<file path="src/rtl/fagq_pkg.sv">
// Shared types, constants and helper functions of the glyph quad generator.
package fagq_pkg;

   // Stream payload widths, padded to whole bytes.
   localparam int REQ_TDATA_W = 96;
   localparam int RSP_TDATA_W = 128;

   // Configuration port widths.
   localparam int CSR_INDEX_W = 2;
   localparam int CSR_DATA_W  = 16;

   // Character codes and atlas geometry.
   localparam logic [15:0] GLYPH_FIRST = 16'd33;
   localparam logic [15:0] GLYPH_LAST  = 16'd132;
   localparam logic [15:0] LOWER_FIRST = 16'd97;
   localparam logic [15:0] LOWER_LAST  = 16'd122;
   localparam logic [15:0] CASE_SHIFT  = 16'd32;
   localparam logic [15:0] CODE_LF     = 16'd10;
   // The plus sign has atlas index ten, which the cursor logic also treats as a line feed.
   localparam logic [15:0] CODE_PLUS   = 16'd43;
   localparam int          ATLAS_COLS  = 10;
   localparam int          ATLAS_ROWS  = 10;
   localparam int          CELL_PITCH  = 25;
   localparam logic [7:0]  CELL_SPAN   = 8'd24;

   // Configuration register indexes.
   typedef enum logic [CSR_INDEX_W-1:0] {
      CSR_SCALE_X  = 2'd0,
      CSR_SCALE_Y  = 2'd1,
      CSR_OFFSET_X = 2'd2,
      CSR_OFFSET_Y = 2'd3
   } csr_index_type;

   // Texel corner of one atlas cell.
   typedef struct packed {
      logic [7:0] u;
      logic [7:0] v;
   } texel_type;

   // Saturate a signed 24-bit value to the signed 16-bit range.
   function automatic logic signed [15:0] sat16(input logic signed [23:0] val);
      logic signed [15:0] res;
      if (val > 24'sd32767) begin
         res = 16'sh7FFF;
      end else if (val < -24'sd32768) begin
         res = 16'sh8000;
      end else begin
         res = val[15:0];
      end
      return res;
   endfunction

   // Atlas cell position of a glyph index: the row is found by independent
   // compares against the row starts, the column is what remains.
   function automatic texel_type atlas_texel(input logic [6:0] idx);
      texel_type  res;
      logic [3:0] row;
      logic [6:0] col;
      row = 4'd0;
      for (int r = 1; r < ATLAS_ROWS; r++) begin
         if (idx >= 7'(r * ATLAS_COLS)) begin
            row = 4'(r);
         end
      end
      col   = idx - 7'(row) * 7'(ATLAS_COLS);
      res.u = 8'(col) * 8'(CELL_PITCH);
      res.v = 8'(row) * 8'(CELL_PITCH);
      return res;
   endfunction

endpackage

</file>
<file path="src/rtl/font_atlas_glyph_quad_gen.sv">
// Top level of the glyph quad generator: cursor tracking, scaling pipeline and result register.
// Three register stages (A, B, result) lie between the character transfer and rsp_tvalid.
// Throughput: one character per cycle unless stalled; the cursor update is one saturating add.
// The scale multipliers and the rounding and offset logic each sit in their own stage.
// Characters without a glyph update the cursor and produce no transfer.
// Synchronous active-high reset clears the pipeline, the cursor and loads the default registers.
module font_atlas_glyph_quad_gen (
   input  logic                                clock,
   input  logic                                reset,
   // Request stream.
   input  logic                                req_tvalid,
   output logic                                req_tready,
   // char_code[15:0], origin_x[31:16], origin_y[47:32], glyph_size[61:48],
   // quad_color[93:62], zero padding[95:94]
   input  logic [fagq_pkg::REQ_TDATA_W-1:0]    req_tdata,
   // start_string[0]
   input  logic                                req_tuser,
   // Response stream.
   output logic                                rsp_tvalid,
   input  logic                                rsp_tready,
   // x_left[15:0], x_right[31:16], y_top[47:32], y_bottom[63:48], u_left[71:64],
   // u_right[79:72], v_top[87:80], v_bottom[95:88], out_color[127:96]
   output logic [fagq_pkg::RSP_TDATA_W-1:0]    rsp_tdata,
   // Configuration write port.
   input  logic                                csr_we,
   input  logic [fagq_pkg::CSR_INDEX_W-1:0]    csr_index,
   input  logic [fagq_pkg::CSR_DATA_W-1:0]     csr_wdata
);
   import fagq_pkg::*;

   // Request fields.
   logic        [15:0] char_code;
   logic signed [15:0] origin_x;
   logic signed [15:0] origin_y;
   logic        [13:0] glyph_size;
   logic        [31:0] quad_color;
   logic               start_string;

   // Configuration registers.
   logic        [15:0] scale_x_ff,  scale_x_in;
   logic        [15:0] scale_y_ff,  scale_y_in;
   logic signed [15:0] offset_x_ff, offset_x_in;
   logic signed [15:0] offset_y_ff, offset_y_in;

   // Cursor state.
   logic signed [15:0] cursor_x_ff, cursor_x_in;
   logic signed [15:0] line_y_ff,   line_y_in;

   // Accept-side logic.
   logic               req_xfer;
   logic               is_glyph;
   logic               is_lower;
   logic               is_lf;
   logic signed [15:0] cx_eff;
   logic signed [15:0] ly_eff;
   logic signed [17:0] size_ext;
   logic signed [17:0] cx_sum;
   logic signed [17:0] ly_sum;
   logic signed [22:0] ypos_top;
   logic signed [22:0] ypos_bot;
   logic        [22:0] size_x7;
   logic        [15:0] glyph_code;
   logic        [6:0]  glyph_idx;
   texel_type          texel;

   // Stage A: positions.
   logic               a_vld_ff, a_vld_in;
   logic signed [17:0] a_xl_ff,  a_xr_ff;
   logic signed [22:0] a_yt_ff,  a_yb_ff;
   texel_type          a_tex_ff;
   logic        [31:0] a_color_ff;

   // Stage B: products.
   logic               b_vld_ff, b_vld_in;
   logic signed [34:0] b_pxl_ff, b_pxr_ff, b_pxl_in, b_pxr_in;
   logic signed [39:0] b_pyt_ff, b_pyb_ff, b_pyt_in, b_pyb_in;
   texel_type          b_tex_ff;
   logic        [31:0] b_color_ff;

   // Result register.
   logic                         o_vld_ff, o_vld_in;
   logic [RSP_TDATA_W-1:0]       o_data_ff, o_data_in;
   logic signed [34:0]           rnd_xl, rnd_xr;
   logic signed [39:0]           rnd_yt, rnd_yb;
   logic signed [23:0]           sum_xl, sum_xr, sum_yt, sum_yb;

   // Flow control.
   logic o_free, b_free, a_free;

   // Unpack the request.
   assign char_code    = req_tdata[15:0];
   assign origin_x     = req_tdata[31:16];
   assign origin_y     = req_tdata[47:32];
   assign glyph_size   = req_tdata[61:48];
   assign quad_color   = req_tdata[93:62];
   assign start_string = req_tuser;

   // Pipeline advance: a stage takes new data when it is empty or moves on.
   assign o_free     = !o_vld_ff || rsp_tready;
   assign b_free     = !b_vld_ff || o_free;
   assign a_free     = !a_vld_ff || b_free;
   assign req_tready = a_free;
   assign req_xfer   = req_tvalid && req_tready;

   // Character classification and atlas lookup.
   always_comb begin
      is_glyph   = (char_code >= GLYPH_FIRST) && (char_code <= GLYPH_LAST);
      is_lower   = (char_code >= LOWER_FIRST) && (char_code <= LOWER_LAST);
      is_lf      = (char_code == CODE_LF) || (char_code == CODE_PLUS);
      glyph_code = is_lower ? (char_code - CASE_SHIFT) : char_code;
      glyph_idx  = 7'(glyph_code - GLYPH_FIRST);
      texel      = atlas_texel(glyph_idx);
   end

   // Cursor positions for this character and the cursor left for the next one.
   always_comb begin
      cx_eff   = start_string ? origin_x : cursor_x_ff;
      ly_eff   = start_string ? origin_y : line_y_ff;
      size_ext = $signed({4'b0000, glyph_size});
      cx_sum   = 18'(cx_eff) + size_ext;
      ly_sum   = 18'(ly_eff) + size_ext;
      size_x7  = {6'b0, glyph_size, 3'b000} - {9'b0, glyph_size};
      // Vertical positions are kept five bits finer so lowercase insets stay exact.
      ypos_top = $signed({ly_eff[15], ly_eff[15], ly_eff, 5'b00000});
      ypos_bot = $signed({ly_sum, 5'b00000});
      if (is_lower) begin
         ypos_top = ypos_top + $signed(size_x7);
         ypos_bot = ypos_bot - $signed({9'b0, glyph_size});
      end
      if (is_lf) begin
         cursor_x_in = origin_x;
         line_y_in   = sat16(24'(ly_sum));
      end else begin
         cursor_x_in = sat16(24'(cx_sum));
         line_y_in   = ly_eff;
      end
   end

   // Configuration write decode.
   always_comb begin
      scale_x_in  = scale_x_ff;
      scale_y_in  = scale_y_ff;
      offset_x_in = offset_x_ff;
      offset_y_in = offset_y_ff;
      if (csr_we) begin
         case (csr_index_type'(csr_index))
            CSR_SCALE_X:  scale_x_in  = csr_wdata;
            CSR_SCALE_Y:  scale_y_in  = csr_wdata;
            CSR_OFFSET_X: offset_x_in = $signed(csr_wdata);
            CSR_OFFSET_Y: offset_y_in = $signed(csr_wdata);
            default: ;
         endcase
      end
   end

   // Stage valids.
   always_comb begin
      a_vld_in = a_free ? (req_xfer && is_glyph) : a_vld_ff;
      b_vld_in = b_free ? a_vld_ff : b_vld_ff;
      o_vld_in = o_free ? b_vld_ff : o_vld_ff;
   end

   // Scaling products: one multiplier per edge.
   always_comb begin
      b_pxl_in = a_xl_ff * $signed({1'b0, scale_x_ff});
      b_pxr_in = a_xr_ff * $signed({1'b0, scale_x_ff});
      b_pyt_in = a_yt_ff * $signed({1'b0, scale_y_ff});
      b_pyb_in = a_yb_ff * $signed({1'b0, scale_y_ff});
   end

   // Round half up, translate and saturate each edge.
   always_comb begin
      rnd_xl = b_pxl_ff + 35'sd2048;
      rnd_xr = b_pxr_ff + 35'sd2048;
      rnd_yt = b_pyt_ff + 40'sd65536;
      rnd_yb = b_pyb_ff + 40'sd65536;
      sum_xl = $signed({rnd_xl[34], rnd_xl[34:12]}) + 24'(offset_x_ff);
      sum_xr = $signed({rnd_xr[34], rnd_xr[34:12]}) + 24'(offset_x_ff);
      sum_yt = $signed({rnd_yt[39], rnd_yt[39:17]}) + 24'(offset_y_ff);
      sum_yb = $signed({rnd_yb[39], rnd_yb[39:17]}) + 24'(offset_y_ff);
      o_data_in = {b_color_ff,
                   b_tex_ff.v + CELL_SPAN, b_tex_ff.v,
                   b_tex_ff.u + CELL_SPAN, b_tex_ff.u,
                   sat16(sum_yb), sat16(sum_yt), sat16(sum_xr), sat16(sum_xl)};
   end

   // Control state: configuration, cursor and stage valids.
   always_ff @(posedge clock) begin
      if (reset) begin
         scale_x_ff  <= 16'd4096;
         scale_y_ff  <= 16'd4096;
         offset_x_ff <= '0;
         offset_y_ff <= '0;
         cursor_x_ff <= '0;
         line_y_ff   <= '0;
         a_vld_ff    <= 1'b0;
         b_vld_ff    <= 1'b0;
         o_vld_ff    <= 1'b0;
      end else begin
         scale_x_ff  <= scale_x_in;
         scale_y_ff  <= scale_y_in;
         offset_x_ff <= offset_x_in;
         offset_y_ff <= offset_y_in;
         if (req_xfer) begin
            cursor_x_ff <= cursor_x_in;
            line_y_ff   <= line_y_in;
         end
         a_vld_ff <= a_vld_in;
         b_vld_ff <= b_vld_in;
         o_vld_ff <= o_vld_in;
      end
   end

   // Payload registers of the three stages.
   always_ff @(posedge clock) begin
      if (a_free) begin
         a_xl_ff    <= 18'(cx_eff);
         a_xr_ff    <= cx_sum;
         a_yt_ff    <= ypos_top;
         a_yb_ff    <= ypos_bot;
         a_tex_ff   <= texel;
         a_color_ff <= quad_color;
      end
      if (b_free) begin
         b_pxl_ff   <= b_pxl_in;
         b_pxr_ff   <= b_pxr_in;
         b_pyt_ff   <= b_pyt_in;
         b_pyb_ff   <= b_pyb_in;
         b_tex_ff   <= a_tex_ff;
         b_color_ff <= a_color_ff;
      end
      if (o_free) begin
         o_data_ff  <= o_data_in;
      end
   end

   assign rsp_tvalid = o_vld_ff;
   assign rsp_tdata  = o_data_ff;

endmodule

</file>
<file path="config.mk">
export PLATFORM = sky130hd
export DESIGN_NAME = font_atlas_glyph_quad_gen
export DESIGN_NICKNAME = d
export VERILOG_FILES = /design/src/rtl/fagq_pkg.sv /design/src/rtl/font_atlas_glyph_quad_gen.sv
export SDC_FILE = /design/constraint.sdc
export NUM_CORES = 2
export LEC_CHECK = 0
export BUFFER_PORTS_ARGS = -buffer_cell sky130_fd_sc_hd__buf_2
export CAP_MARGIN = 10
export CORE_MARGIN = 4
export CORE_UTILIZATION = 29
export CTS_BUF_LIST = sky130_fd_sc_hd__clkbuf_4 sky130_fd_sc_hd__clkbuf_8
export CTS_CLUSTER_SIZE = 25
export DETAILED_ROUTE_END_ITERATION = 10
export HOLD_SLACK_MARGIN = 0.15
export MAX_ROUTING_LAYER = met4
export PLACE_DENSITY = 0.4
export REMOVE_ABC_BUFFERS = 1
export SLEW_MARGIN = 20
export SYNTH_ARGS = -nofsm -noshare
export SYNTH_HDL_FRONTEND = slang
export SYNTH_SLANG_ARGS = --single-unit
</file>
<file path="constraint.sdc">
create_clock -name clock -period 8.1 [get_ports clock]
set_clock_uncertainty 0.05 [all_clocks]
set_input_delay 1.215 -clock clock [delete_from_list [all_inputs] [get_ports clock]]
set_output_delay 1.215 -clock clock [all_outputs]
set_load 0.02 [all_outputs]
</file>
Word level (Yosys, flattened, before mapping). Cells that the tools add are included.

Register bits after elaboration: 552. Output and inout bits: 130. Word-level logic and storage cells: 125.

Multiply operators: 7. Add/subtract/negate cells: 18. Reduce and logical (&&, ||, !) cells: 16. Eq/ne operators: 5. Magnitude comparators: 25. Multiplexer cells: 24.

Operator list (number): 16-bit 2-to-1 mux (12); 23-bit by 16-bit adder with 24-bit output (4); 24-bit by 16-bit greater-than comparator with 1-bit output (second input constant) (4); 24-bit by 16-bit less-than comparator with 1-bit output (second input constant) (4); 40-bit by 18-bit adder with 40-bit output (second input constant) (2); 23-bit by 17-bit multiplier with 40-bit output (2); 35-bit by 13-bit adder with 35-bit output (second input constant) (2); 23-bit 2-to-1 mux (2); 16-bit by 15-bit adder with 17-bit output (2); 17-bit by 16-bit greater-than comparator with 1-bit output (second input constant) (2); 17-bit by 16-bit less-than comparator with 1-bit output (second input constant) (2); 17-bit by 17-bit multiplier with 34-bit output (1); 16-bit by 17-bit multiplier with 33-bit output (1); 4-bit 2-to-1 mux (8); 22-bit by 15-bit subtractor with 23-bit output (1); 21-bit by 18-bit adder with 22-bit output (1); 7-bit by 6-bit greater-or-equal comparator with 1-bit output (second input constant) (3); 7-bit greater-or-equal comparator (second input constant) (3); 17-bit by 14-bit subtractor with 18-bit output (1); 8-bit by 5-bit adder with 8-bit output (second input constant) (2); 16-bit by 4-bit equality test with 1-bit output (second input constant) (1); 16-bit by 6-bit equality test with 1-bit output (second input constant) (1); 16-bit by 6-bit greater-or-equal comparator with 1-bit output (second input constant) (1); 16-bit by 7-bit greater-or-equal comparator with 1-bit output (second input constant) (1); 18 further kinds (32).

Depth between registers and ports, before layout.
Word-level depth: 17. Mapped depth: 26. Mapped depth without buffers: 26.

Least setup slack after synthesis. No wires, ideal clock.

Path type: input -> register. From: input req_tdata[0] (netlist name). To: register a_tex_ff[15] (netlist name), data pin. Stages on the path: 25. Slack: 1.162 ns. Required time: 7.788 ns. Buffers on the path: 1. Arrival time: 6.625 ns. Cells stage by stage: inv_1 > ha_1 > or4b_1 > o21a_1 > o2111ai_1 > buf_4 > o21ai_1 > and2_1 > a22o_1 > a222oi_1 > o21ai_0 > a31oi_1 > ha_1 > ha_1 > inv_1 > fa_1 > ha_1 > a21oi_1 > xor2_1 > xnor2_1 > fa_1 > ha_1 > a21oi_1 > xnor2_1 > xnor2_1.

RTL lines: from (decl) (RTL line font_atlas_glyph_quad_gen.sv:15) `input logic [fagq_pkg::REQ_TDATA_W-1:0] req_tdata,`; to (signal assigned) (RTL line font_atlas_glyph_quad_gen.sv:221) `a_tex_ff <= texel;`; to (decl) (RTL line font_atlas_glyph_quad_gen.sv:70) `texel_type a_tex_ff;`.

Final worst setup path.
From: register a_yt_ff[5]. To: register b_pyt_ff[34], data pin.

Word-level cells in the longest chain between the ends: 1.

Ends and longest elaborated chain: from (decl) (RTL line font_atlas_glyph_quad_gen.sv:69) `logic signed [22:0] a_yt_ff, a_yb_ff;`; from (signal assigned) (RTL line font_atlas_glyph_quad_gen.sv:219) `a_yt_ff <= ypos_top;`; 23-bit by 17-bit multiplier with 40-bit output (RTL line font_atlas_glyph_quad_gen.sv:167) `b_pyt_in = a_yt_ff * $signed({1'b0, scale_y_ff});`; named net b_pyt_in[34] (RTL line font_atlas_glyph_quad_gen.sv:76) `logic signed [39:0] b_pyt_ff, b_pyb_ff, b_pyt_in, b_pyb_in;`; to (signal assigned) (RTL line font_atlas_glyph_quad_gen.sv:227) `b_pyt_ff <= b_pyt_in;`; to (decl) (RTL line font_atlas_glyph_quad_gen.sv:76).

The timed path passes the listed nets, and every way through them passes these cells. A chain may end at the register's enable or synchronous reset.

==> qor.csv <==
stage;metric;value;unit
yosys;synth_top_area_share;0.341;
cells_and_area;area_taken_by_multi_input_logic_gates;50000;um^2
routing;route.met3.wl;11.2;mm
cells_and_area;post_route_cells_drive_above_1_share;0.0874;
power_and_ir_drop;cellPowerDensity;186;nW/um^2
die;pin_count;250;
yosys;post_synth_most_frequent_cells;inv_1, fa_1, nand2_1;
grt;via_count_of_the_first_global_routing_pass;53500;
die;die_h;499;um
run_status;outcome;finished clean;
routing;final_antenna_net_count;0;
power_and_ir_drop;power.share.sequential;0.293;
clock_network;clockBufferDepth;3;
setup_path;worst_path_largest_cell_delay;0.72;ns
clock_network;cts.sinks;485;
timing;worst_tran_pin_value;1.19;ns
power_and_ir_drop;p_comb_frac;0.501;
timing;final_hold_fails;0;
timing;max_slew_margin;0.209;
setup_path;type_of_origin_of_the_critical_path;flop;
yosys;netlist_instances;7230;
worst_hold_path;hold-path-cell-count;0;
clock_network;ctsHtreeMaxLevel;3;
setup_path;worstPathArrival;8.15;ns
timing;period_share;0.942;
yosys;synthTopCellsByArea;fa_1, edfxtp_1, ha_1;
setup_path;worst_r2r_startpoint;a_yt_ff[5];
yosys;yosysWarnings;0;
die;initial_utilization;0.293;
clock_network;clockRootBuffer;clkbuf_8;
routing;routed.top_layer;met4;
cells_and_area;post-route-cell-area;77600;um^2
placed_design;place.gp.congestion;0.838;
timing;rsz_0062_raised_after_global_routing;no;
power_and_ir_drop;ir_drop;0.127;mV
setup_path;worst_ep_required_time;8.62;ns
grt;grt_start_max_net_pins;111;
yosys;share_of_async_settable_or_async_resettable_flops_after_synthesis;0;
clock_network;numCtsBuffers;98;
setup_path;setup.worst_path.class;flop to flop;
yosys;seq_area_frac_synth;0.194;
routing;route.detailed.vias_per_inst;4.62;
worst_hold_path;holdCritStartpoint;a_color_ff[0];
die;core_box_area;239000;um^2
clock_network;cts_tree;done;
placed_design;port_buffers;247;
power_and_ir_drop;p_sw_frac;0.430;
yosys;synth_cell_area;69900;um^2
yosys;synth_area_leader_cell;fa_1;
power_and_ir_drop;leakagePower;0.0353;uW
timing;finalSetupViolCount;0;
die;floorplan.die_area;249000;um^2
power_and_ir_drop;switching_power;6220;uW
grt;wire_length_of_the_first_global_routing_pass;333;mm
cells_and_area;regArea;13600;um^2
setup_path;worst_r2r_path_depth;24;
routing;drt_pre_antenna_iters;5;
yosys;ys.flop_type;edfxtp_1;
cells_and_area;area.growth.synth_to_final;11.0;%
timing;timing.fmax;131;MHz
worst_hold_path;holdCritPathClass;flop to flop;
placed_design;instance_area_at_placement;75300;um^2
power_and_ir_drop;share_clk_of_total_power;0.207;
power_and_ir_drop;internal_power_of_the_cells;8230;uW
setup_path;reg2reg_setup_slack;0.47;ns
die;fp.dieW;499;um
yosys;yosys.cell_types.count;100;
yosys;synth_enable_flop_cells;386;
routing;wl_per_cell;20.2;um
routing;detail_route.wirelength.met1;103;mm
yosys;avgSynthCellArea;9.66;um^2
timing;setup_total_negative_slack;0;ns
clock_network;clk_pin_slew_worst_paths;0.06;ns
setup_path;crit-reg2reg-capture;b_pyt_ff[34];
cells_and_area;nNetsFinal;9349;
clock_network;clk_latency;0.86;ns
die;row_count;179;
placed_design;detailedPlacementHpwl;177;mm
setup_path;list_of_cells_traversed_by_the_critical_path;and2_1, fa_1, inv_1, fa_1, inv_1, ha_1, fa_1, inv_1, fa_1, fa_1, inv_1, ha_1, a21o_1, a211o_1, o221ai_1, nor3_1, buf_4, o211ai_1, a21boi_0, buf_4, a311o_1, a2111oi_0, or3_1, xnor2_1;
yosys;yosys.cell_count.top_type;inv_1;
grt;total_grt_overflow;0;
clock_network;cts_hold_repair.buffers;0;
yosys;synth.ff_latch_count;485;
cells_and_area;fill_cells;24800;
routing;routed-wl-met2;98.8;mm
setup_path;crit_slowest_cell;edfxtp_1;
routing;drc;0;
run;max_cap_violations;0;
grt;antenna_found_initial;26;
routing;totalWireLength;217;mm
setup_path;critPathCaptureType;flop;
worst_hold_path;min_delay_worst_endpoint;b_color_ff[0];
grt;grt_util_all_layers;0.180;
routing;detailedRoute.firstIterationViolations;2789;
setup_path;worstPathMaxFanout;16;
timing;layout_min_cycle_time;7.63;ns
setup_path;critical_path.most_common_cell;fa_1;
routing;dr_total_vias;49600;
timing;timing_max_transition_violations_final;0;
## worst max path at each step
stage,from,to,slack (ns),cells past startpoint
2_1_floorplan,rsp_tready,line_y_ff[11],0.58,7
3_3_place_gp,scale_y_ff[2],b_pyt_ff[34],0.35,23
3_5_place_dp,scale_y_ff[2],b_pyt_ff[34],0.40,22
4_1_cts,scale_y_ff[2],b_pyt_ff[34],0.39,23
5_1_grt,a_yt_ff[5],b_pyt_ff[34],0.12,24
6_report,a_yt_ff[5],b_pyt_ff[34],0.47,24
## worst max-delay path, delay by kind of cell (launching register included)
kind                     cells  cell delay [ns]
adder cells (fa/ha/maj)      7             2.97
buffers and inverters        6             0.55
XOR/XNOR                     1             0.05
flip-flops                   1             0.72
AND/OR/NAND/NOR              3             0.64
AO/OA/AOI/OAI                7             2.40
## layout make-up
class	instances	area share
Antenna cell	13	0.000419
Clock buffer	123	0.0202
Clock inverter	61	0.00894
Inverter	1419	0.0687
Multi-Input combinational cell	5061	0.644
Sequential cell	485	0.175
Tap cell	3167	0.0511
Timing Repair Buffer	391	0.0314
## placed cells by master (no fill, tap or decap), types with 27 or more instances in the layout
cell type / count
a211oi_1: 33
a21o_1: 112
a21oi_1: 268
and2_1: 506
and3_1: 40
buf_2: 246
buf_4: 136
clkbuf_8: 103
dfxtp_1: 93
edfxtp_1: 386
fa_1: 1190
ha_1: 583
inv_1: 1417
mux2_2: 31
nand2_1: 978
nand2b_1: 46
nand3_1: 80
nand4_1: 29
nor2_1: 210
nor2b_1: 27
nor3_1: 72
o21a_1: 52
o21ai_0: 154
o21bai_1: 30
xnor2_1: 233
xor2_1: 105
## metrics by stage
step,instances,hold WS [ns],util,power (uW),setup WS [ns]
4_1_cts,10700,0.348,0.325,14700,0.394
3_3_place_gp,10500,0.350,0.315,11600,0.355
2_1_floorplan,6965,0.350,-,9140,0.581
6_report,10700,0.367,0.325,14400,0.467
5_1_grt,10700,0.355,0.325,15800,0.123
3_5_place_dp,10500,0.355,0.315,11600,0.396
## cell families after synthesis
family / synth area share
AO/OA/AOI/OAI: 0.0799
multiplexers: 0.00557
buffers and inverters: 0.0912
adder cells (fa/ha/maj): 0.445
XOR/XNOR: 0.0428
AND/OR/NAND/NOR: 0.141
flip-flops: 0.194
## power groups by stage
stage	Combinational (uW)	Clock, uW	Sequential [uW]
after floorplan	4830	0	4310
after global routing	8210	3230	4310
after global placement	7290	0	4280
after detailed placement	7290	0	4290
final	7230	2980	4230
after CTS	7350	3120	4240
## metal layers
layer / up-vias / GRT usage
met1: 25300 / 0.251
met2: 972 / 0.281
met3: 170 / 0.0268
li1: 23200 / -
met4: 0 / 0.0311
met5: - / -
## state kept, by name, summed over array words and instances (netlist names), 16 cells and up
register and cells:
offset_x_ff 16, line_y_ff 16, rsp_tdata 122, a_yb_ff 20, a_color_ff 32, a_xr_ff 17
b_pyt_ff 24, b_pyb_ff 24, scale_y_ff 16, a_yt_ff 22, offset_y_ff 16, b_pxr_ff 23
b_color_ff 32, b_tex_ff 16, cursor_x_ff 16, a_tex_ff 16, b_pxl_ff 22, a_xl_ff 16
scale_x_ff 16
## timing repair
| action | in CTS | in global routing |
|---|---|---|
| endpoints found under the hold margin | 0 | 0 |
| endpoints found under the setup margin | 0 | 2 |
| buffers inserted | 0 | 0 |
| gates resized for setup | 0 | 2 |
Power figures use the tool's default switching activity.
